`src/rtl/core/rrts_pkg.sv`:
```
package rrts_pkg;

    // Task count; ring indexing wraps by truncation, so keep it a power of two.
    localparam int TASKS  = 16;
    localparam int TASK_W = $clog2(TASKS);
    localparam int CNT_W  = $clog2(TASKS + 1);

    localparam logic [3:0] QUANTUM_RESET = 4'd3;

    localparam logic [1:0] OP_CONTINUE = 2'd0;
    localparam logic [1:0] OP_IO       = 2'd1;
    localparam logic [1:0] OP_FINISH   = 2'd2;

    typedef enum logic [1:0] {
        ST_READY   = 2'd0,
        ST_RUNNING = 2'd1,
        ST_SLEEP   = 2'd2,
        ST_DONE    = 2'd3
    } task_state_t;

    typedef struct packed {
        logic [1:0] opcode;
        logic [3:0] sleep_ticks;
    } in_item_t;

    typedef struct packed {
        logic       worked_valid;
        logic [3:0] worked_task;
        logic       running_valid;
        logic [3:0] running_task;
        logic [3:0] quantum_left;
        logic [4:0] woke_count;
        logic [4:0] finished_count;
        logic       all_finished;
    } out_item_t;

    typedef struct packed {
        logic              push;
        logic              pop;
        logic [TASK_W-1:0] push_task;
    } ring_ctl_t;

    typedef struct packed {
        logic [CNT_W-1:0]  count;
        logic [TASK_W-1:0] head_task;
    } ring_stat_t;

endpackage

```
`src/rtl/core/rrts_ring.sv`:
```
module rrts_ring (
    input  logic                aclk,
    input  logic                aresetn,
    input  rrts_pkg::ring_ctl_t ctl,
    output rrts_pkg::ring_stat_t stat
);
    import rrts_pkg::*;

    logic [TASK_W-1:0] slot_reg [TASKS];
    logic [TASK_W-1:0] head_reg;
    logic [CNT_W-1:0]  count_reg;
    logic [TASK_W-1:0] tail;
    logic              do_push;
    logic              do_pop;

    assign tail    = head_reg + count_reg[TASK_W-1:0];
    assign do_push = ctl.push && (count_reg < CNT_W'(TASKS));
    assign do_pop  = ctl.pop && (count_reg != '0);

    always_ff @(posedge aclk) begin
        if (!aresetn) begin
            for (int i = 0; i < TASKS; i++) begin
                slot_reg[i] <= TASK_W'((i + 1) % TASKS);
            end
            head_reg  <= '0;
            count_reg <= CNT_W'(TASKS - 1);
        end else begin
            if (do_push) begin
                slot_reg[tail] <= ctl.push_task;
            end
            if (do_pop) begin
                head_reg <= head_reg + 1'b1;
            end
            unique case ({do_push, do_pop})
                2'b10:   count_reg <= count_reg + 1'b1;
                2'b01:   count_reg <= count_reg - 1'b1;
                default: count_reg <= count_reg;
            endcase
        end
    end

    assign stat.count     = count_reg;
    assign stat.head_task = slot_reg[head_reg];

`ifndef SYNTHESIS
    // only ready tasks are queued, so the ring never overflows
    a_no_overflow: assert property (@(posedge aclk) disable iff (!aresetn)
        ctl.push |-> (count_reg < CNT_W'(TASKS)))
        else $error("ring push while full");
    a_no_mixed: assert property (@(posedge aclk) disable iff (!aresetn)
        !(ctl.push && ctl.pop))
        else $error("ring push and pop in one cycle");
    a_pop_count: assert property (@(posedge aclk) disable iff (!aresetn)
        do_pop |=> (count_reg == $past(count_reg) - 1'b1))
        else $error("ring count not decremented on pop");
`endif

endmodule

```
`src/rtl/core/round_robin_tick_scheduler_top.sv`:
```
// Round-robin tick scheduler. One input transfer is one timer tick and carries
// the outcome of the running task (continue, I/O sleep with a length, finish);
// each tick yields exactly one result transfer. A tick that dispatches a task
// goes through the sleep-counter walk, one task (of 16) at a time through
// the single status/counter read port, then charge, requeue, dispatch and
// output-load steps. A tick where the running task just keeps going skips
// requeue and dispatch. The next tick can transfer on the cycle after the
// result loads. s_ready is high only while the sequencer is idle; the
// result sits in an output register, so a new tick is taken while it waits,
// and that tick holds in its output-load step until the register frees.
// The quantum register (reset 3) is written with cfg_we/cfg_wdata and should
// only change while no tick is in flight. After reset task 0 runs and tasks
// 1..15 sit in the ready ring in order.
module round_robin_tick_scheduler_top (
    input  logic                aclk,
    input  logic                aresetn,
    input  logic                cfg_we,
    input  logic [3:0]          cfg_wdata,
    input  logic                s_valid,
    output logic                s_ready,
    input  rrts_pkg::in_item_t  s_data,
    output logic                m_valid,
    input  logic                m_ready,
    output rrts_pkg::out_item_t m_data
);
    import rrts_pkg::*;

    typedef enum logic [2:0] {
        S_IDLE,
        S_WALK,
        S_CHARGE,
        S_REQUEUE,
        S_POP,
        S_FINISH
    } seq_state_t;

    seq_state_t        state_reg;
    logic [3:0]        quantum_reg;

    // per-task state, accessed at one address per cycle
    task_state_t       status_reg [TASKS];
    logic [3:0]        sleep_reg  [TASKS];

    logic [TASK_W-1:0] idx_reg;
    in_item_t          item_reg;
    logic [4:0]        woke_reg;
    logic              worked_reg;
    logic [TASK_W-1:0] worked_task_reg;
    logic [TASK_W-1:0] cur_reg;
    logic              cur_valid_reg;
    logic [3:0]        qcount_reg;
    logic [4:0]        fin_reg;

    logic              m_valid_reg;
    out_item_t         m_data_reg;

    ring_ctl_t         ring_ctl;
    ring_stat_t        ring_stat;

    logic [TASK_W-1:0] st_addr;
    task_state_t       st_rd;
    logic [3:0]        sleep_dec;
    logic [3:0]        qcount_dec;
    logic              s_xfer;
    logic              out_free;
    out_item_t         result;

    // shared read port: walk index, otherwise the running task
    assign st_addr    = (state_reg == S_WALK) ? idx_reg : cur_reg;
    assign st_rd      = status_reg[st_addr];
    assign sleep_dec  = sleep_reg[idx_reg] - 4'd1;
    assign qcount_dec = qcount_reg - 4'd1;

    assign s_ready  = (state_reg == S_IDLE);
    assign s_xfer   = s_valid && s_ready;
    assign out_free = !m_valid_reg || m_ready;

    always_comb begin
        ring_ctl = '0;
        unique case (state_reg)
            S_WALK: begin
                ring_ctl.push      = (st_rd == ST_SLEEP) && (sleep_dec == 4'd0);
                ring_ctl.push_task = idx_reg;
            end
            S_REQUEUE: begin
                ring_ctl.push      = cur_valid_reg && (st_rd == ST_RUNNING);
                ring_ctl.push_task = cur_reg;
            end
            S_POP: begin
                ring_ctl.pop = (ring_stat.count != '0);
            end
            default: ring_ctl = '0;
        endcase
    end

    rrts_ring u_ring (
        .aclk    (aclk),
        .aresetn (aresetn),
        .ctl     (ring_ctl),
        .stat    (ring_stat)
    );

    always_comb begin
        result.worked_valid   = worked_reg;
        result.worked_task    = worked_reg ? 4'(worked_task_reg) : 4'd0;
        result.running_valid  = cur_valid_reg;
        result.running_task   = cur_valid_reg ? 4'(cur_reg) : 4'd0;
        result.quantum_left   = cur_valid_reg ? qcount_reg : 4'd0;
        result.woke_count     = woke_reg;
        result.finished_count = fin_reg;
        result.all_finished   = (fin_reg == 5'(TASKS));
    end

    always_ff @(posedge aclk) begin
        if (!aresetn) begin
            quantum_reg <= QUANTUM_RESET;
        end else if (cfg_we) begin
            quantum_reg <= cfg_wdata;
        end
    end

    always_ff @(posedge aclk) begin
        if (!aresetn) begin
            state_reg     <= S_IDLE;
            for (int i = 0; i < TASKS; i++) begin
                status_reg[i] <= (i == 0) ? ST_RUNNING : ST_READY;
            end
            idx_reg       <= '0;
            woke_reg      <= '0;
            worked_reg    <= 1'b0;
            cur_reg       <= '0;
            cur_valid_reg <= 1'b1;
            qcount_reg    <= QUANTUM_RESET;
            fin_reg       <= '0;
            m_valid_reg   <= 1'b0;
        end else begin
            // the output-load step sets valid itself when the register frees
            if (m_valid_reg && m_ready && (state_reg != S_FINISH)) begin
                m_valid_reg <= 1'b0;
            end
            unique case (state_reg)
                S_IDLE: begin
                    if (s_xfer) begin
                        item_reg   <= s_data;
                        idx_reg    <= '0;
                        woke_reg   <= '0;
                        worked_reg <= 1'b0;
                        state_reg  <= S_WALK;
                    end
                end
                S_WALK: begin
                    // count down one sleeper; wake it on zero
                    if (st_rd == ST_SLEEP) begin
                        sleep_reg[idx_reg] <= sleep_dec;
                        if (sleep_dec == 4'd0) begin
                            status_reg[idx_reg] <= ST_READY;
                            woke_reg            <= woke_reg + 5'd1;
                        end
                    end
                    idx_reg <= idx_reg + 1'b1;
                    if (idx_reg == TASK_W'(TASKS - 1)) begin
                        state_reg <= S_CHARGE;
                    end
                end
                S_CHARGE: begin
                    if (cur_valid_reg) begin
                        worked_reg      <= 1'b1;
                        worked_task_reg <= cur_reg;
                        qcount_reg      <= qcount_dec;
                        priority if (item_reg.opcode == OP_IO) begin
                            status_reg[cur_reg] <= ST_SLEEP;
                            sleep_reg[cur_reg]  <= item_reg.sleep_ticks;
                            state_reg           <= S_REQUEUE;
                        end else if (item_reg.opcode == OP_FINISH) begin
                            status_reg[cur_reg] <= ST_DONE;
                            fin_reg             <= fin_reg + 5'd1;
                            state_reg           <= S_REQUEUE;
                        end else if (qcount_dec == 4'd0) begin
                            state_reg <= S_REQUEUE;
                        end else begin
                            state_reg <= S_FINISH;
                        end
                    end else if (ring_stat.count != '0) begin
                        state_reg <= S_REQUEUE;
                    end else begin
                        state_reg <= S_FINISH;
                    end
                end
                S_REQUEUE: begin
                    // quantum expiry: running task goes to the ring tail
                    if (ring_ctl.push) begin
                        status_reg[cur_reg] <= ST_READY;
                    end
                    state_reg <= S_POP;
                end
                S_POP: begin
                    if (ring_ctl.pop) begin
                        cur_reg                       <= ring_stat.head_task;
                        cur_valid_reg                 <= 1'b1;
                        status_reg[ring_stat.head_task] <= ST_RUNNING;
                        qcount_reg                    <= quantum_reg;
                    end else begin
                        cur_reg       <= '0;
                        cur_valid_reg <= 1'b0;
                    end
                    state_reg <= S_FINISH;
                end
                S_FINISH: begin
                    if (out_free) begin
                        m_data_reg  <= result;
                        m_valid_reg <= 1'b1;
                        state_reg   <= S_IDLE;
                    end
                end
                default: state_reg <= S_IDLE;
            endcase
        end
    end

    assign m_valid = m_valid_reg;
    assign m_data  = m_data_reg;

`ifndef SYNTHESIS
    a_busy_after_accept: assert property (@(posedge aclk) disable iff (!aresetn)
        s_xfer |=> !s_ready)
        else $error("tick accepted but sequencer still idle");
    a_fin_bound: assert property (@(posedge aclk) disable iff (!aresetn)
        fin_reg <= 5'(TASKS))
        else $error("finished count beyond task count");
    a_idle_no_run: assert property (@(posedge aclk) disable iff (!aresetn)
        (m_valid_reg && !m_data_reg.running_valid) |->
            (m_data_reg.running_task == 4'd0 && m_data_reg.quantum_left == 4'd0))
        else $error("idle result carries a running task");
    a_all_done: assert property (@(posedge aclk) disable iff (!aresetn)
        (m_valid_reg && m_data_reg.all_finished) |-> !m_data_reg.running_valid)
        else $error("task running after all finished");
`endif

endmodule
```
`config.mk`:
```
export PLATFORM = sky130hd
export DESIGN_NAME = round_robin_tick_scheduler_top
export DESIGN_NICKNAME = d
export VERILOG_FILES = /design/src/rtl/core/rrts_pkg.sv /design/src/rtl/core/rrts_ring.sv /design/src/rtl/core/round_robin_tick_scheduler_top.sv
export SDC_FILE = /design/constraint.sdc
export NUM_CORES = 1
export LEC_CHECK = 0
export BUFFER_PORTS_ARGS = -buffer_cell sky130_fd_sc_hd__buf_2
export CORE_AREA = 2 2 232 234
export DETAILED_ROUTE_END_ITERATION = 12
export DIE_AREA = 0 0 234 236
export SLEW_MARGIN = 0
export SYNTH_ARGS = -nofsm -noshare
export SYNTH_HDL_FRONTEND = slang
export SYNTH_HIERARCHICAL = 1
export SYNTH_SLANG_ARGS = --single-unit
```
`constraint.sdc`:
```
create_clock -name aclk -period 8.1 [get_ports aclk]
set_clock_uncertainty 0.1 [all_clocks]
set_input_delay 0.405 -clock aclk [delete_from_list [all_inputs] [get_ports aclk]]
set_output_delay 0.405 -clock aclk [all_outputs]
set_load 0.02 [all_outputs]
```
==> impl_metrics.yaml <==
clock_tree:
  postCtsSetupBuffers: 0
  cts_root_buf: "clkbuf_16"
  cts_resized: 0
  clk_path_buf_depth: 3
  cts_htree_levels: 1
  clock-sinks: 244
  numCtsBuffers: 28
  clock_latency_ps: 550
  clkTransAtPathRegs_ps: 60
  hold_buffers: 8
  cts_tree: "built"
power_and_ir_drop:
  power.total_w: 0.00283
  p_per_area_nw_per_um2: 203
  vdd_drop_max_mv: 0.143
  p_leak_nw: 4.44
synthesis:
  synth.distinct_cells: 82
  ys_ff_latch: 244
  synth_area_sq_um: 12000
  yosysSeqAreaShare_pct: 57.1
  synth_ff_type: "edfxtp_1"
  syn_inst: 995
  syn_nets: 1026
  synth_edf_count: 195
  async_reset_ff_share_pct: 0
  synth-warning-count: 6
  synth.avg_cell_area_sq_um: 12.0
sta:
  rsz0062_at_grt: "false"
  setup_viol: 0
  max-slew-margin-rel_pct: 20.9
  post-route-period-util_pct: 63.5
  slew_viol_final: 0
  worst_pin_slew_ps: 1180
  hold_viol_final: 0
  tns_ps: 0
  max_freq_mhz: 194
  fin_crit_ps: 5140
place:
  gp_congestion: 0.846
  io_buffers: 41
  placed_area_sq_um: 12900
  hpwl_mm: 20.1
status:
  status: "complete, no violations"
grt:
  grt.total_usage_pct: 10.2
  globalRouteOverflowTotal: 0
  grt_pass1_vias: 7906
  antenna_found_initial: 0
  grt_max_degree: 40
  grt_pass1_wl_mm: 45.2
worst_setup_path:
  reg2reg_slack_ps: 2960
  arrival_ps: 5460
  critPathKind: "register to register"
  end_kind: "register"
  crit_fanout: 16
  crit_required_ps: 8410
  startpoint_type: "register"
floorplanning:
  core_area_sq_um: 53100
  die_area_sq_um: 55200
  start_util_pct: 22.6
  num_rows: 85
  dieHeight_um: 236
  pin_count: 42
  die_w_um: 234
finish:
  multi_input_area_sq_um: 4790
  seqCellArea_sq_um: 6840
  antenna_cells: 0
  fin_area_sq_um: 14000
  area_growth_pct: 16.7
  nets: 1063
  final_layout_size_suffix_gt1_share_pct: 16.8
  fillCellCount: 5430
flow_run:
  drv_cap: 0
route:
  vias_per_cell: 4.66
  drc: 0
  ant_nets: 0
  wl_per_cell_um: 16.4
  route.vias.total: 8147
  drtIter0Drc: 613
  drt-total-wl_mm: 28.6
  firstDrtPassIters: 5
hold_path:
  hp-class: "primary input to register"
==> worst max-delay path, stage by stage, from the launching register on <==
cell	delay (ps)
dfxtp_1	960
mux4_2	600
a22o_1	270
a221oi_2	330
a21oi_1	80
o41a_1	400
nand2b_4	180
or2_1	310
nand2_1	200
nand2b_1	140
ha_1	310
ha_1	350
and2_1	170
a32o_1	200
mux2i_1	130
o21ai_0	120
mux2i_1	140
==> path summary, 6_finish.rpt <==
kind | startpoint | end | cells after the start
worst max-delay path | register | u_ring/count_reg[4] | 16
worst min-delay path | cfg_wdata[2] | quantum_reg[2] | 3
worst max register to register | register | u_ring/count_reg[4] | 16
worst min register to register | woke_reg[4] | m_data[10] | 0
==> synth_stat cells, types with 6 or more instances <==
| master | number | area share, % |
|---|---|---|
| nor2_1 | 98 | 3.1 |
| nor3_1 | 39 | 1.6 |
| a22o_1 | 6 | 0.44 |
| a22oi_1 | 6 | 0.38 |
| nand3_1 | 22 | 0.92 |
| and3_1 | 7 | 0.37 |
| nand2b_1 | 21 | 1.1 |
| dfxtp_1 | 49 | 8.2 |
| mux4_2 | 39 | 7.3 |
| nor2b_1 | 12 | 0.63 |
| clkbuf_1 | 34 | 1.1 |
| xnor2_1 | 11 | 0.80 |
| ha_1 | 15 | 1.6 |
| o21ai_0 | 44 | 1.8 |
| nor3b_1 | 9 | 0.56 |
| nand2_1 | 97 | 3.0 |
| o32ai_1 | 6 | 0.44 |
| o22ai_1 | 7 | 0.37 |
| buf_2 | 12 | 0.50 |
| or3_1 | 13 | 0.68 |
| or2_2 | 9 | 0.47 |
| mux2_2 | 7 | 0.66 |
| xor2_1 | 11 | 0.80 |
| and2_1 | 41 | 2.1 |
| a21oi_1 | 27 | 1.1 |
| edfxtp_1 | 195 | 49 |
| nand4_1 | 7 | 0.37 |
| mux2i_1 | 32 | 2.7 |
| inv_1 | 22 | 0.69 |
| o211ai_1 | 8 | 0.50 |
==> power by group <==
part | internal (W) | switching [W]
Clock | 0.000824 | 0.000514
Sequential | 0.00137 | 0.0000153
Combinational | 0.0000450 | 0.0000684
==> cell families (layout without fill, tap and decap cells) <==
logic type	Yosys count	after routing	share of synthesized area, %
fa+ha+maj	16	16	1.73
xor+xnor	22	22	1.61
simple gates	397	397	16.5
buf+inv	79	138	2.91
compound gates	158	158	9.35
mux	79	79	10.9
flops	244	244	57.1
==> cell usage in the layout, fill, tap and decap left out, types with 6 or more instances in the layout <==
master,n
a21oi_1,27
a22o_1,6
a22oi_1,6
and2_1,41
and3_1,7
buf_2,41
buf_4,14
clkbuf_16,28
clkinv_2,7
dfxtp_1,49
dlygate4sd3_1,8
edfxtp_1,195
ha_1,15
inv_1,22
mux2_2,7
mux2i_1,32
mux4_2,39
nand2_1,97
nand2b_1,21
nand3_1,22
nand4_1,7
nor2_1,97
nor2b_1,12
nor3_1,39
nor3b_1,9
o211ai_1,8
o21ai_0,44
o22ai_1,7
o32ai_1,6
or2_2,9
or3_1,13
xnor2_1,11
xor2_1,11
==> per-stage QoR <==
step	hold slack [ps]	util, %	std cells	setup WS [ps]
floorplan	306	-	995	3950
global placement	344	24.3	1690	3020
detailed placement	346	24.3	1690	2940
CTS	1.61	26.3	1750	2900
global route	34.9	26.3	1750	2570
finish	20.2	26.3	1750	2960
==> area by class of cell <==
| type | count | area share [%] |
|---|---|---|
| repair buffers | 63 | 2.79 |
| clock buffers | 33 | 5.36 |
| flip-flops and latches | 244 | 48.9 |
| multi-input cells | 672 | 34.3 |
| well taps | 696 | 6.23 |
| inverters | 23 | 0.618 |
| clock inverters | 19 | 1.76 |
==> routing by layer <==
| metal | GRT usage (%) | up-vias | part of all wire, % |
|---|---|---|---|
| li1 | - | 3797 | - |
| met1 | 14.3 | 4075 | 46 |
| met2 | 16.3 | 230 | 47 |
| met3 | 1.63 | 45 | 4.9 |
| met4 | 2.92 | 0 | 2.4 |
| met5 | 0 | - | 0 |
(Power assumes the default switching activity.)
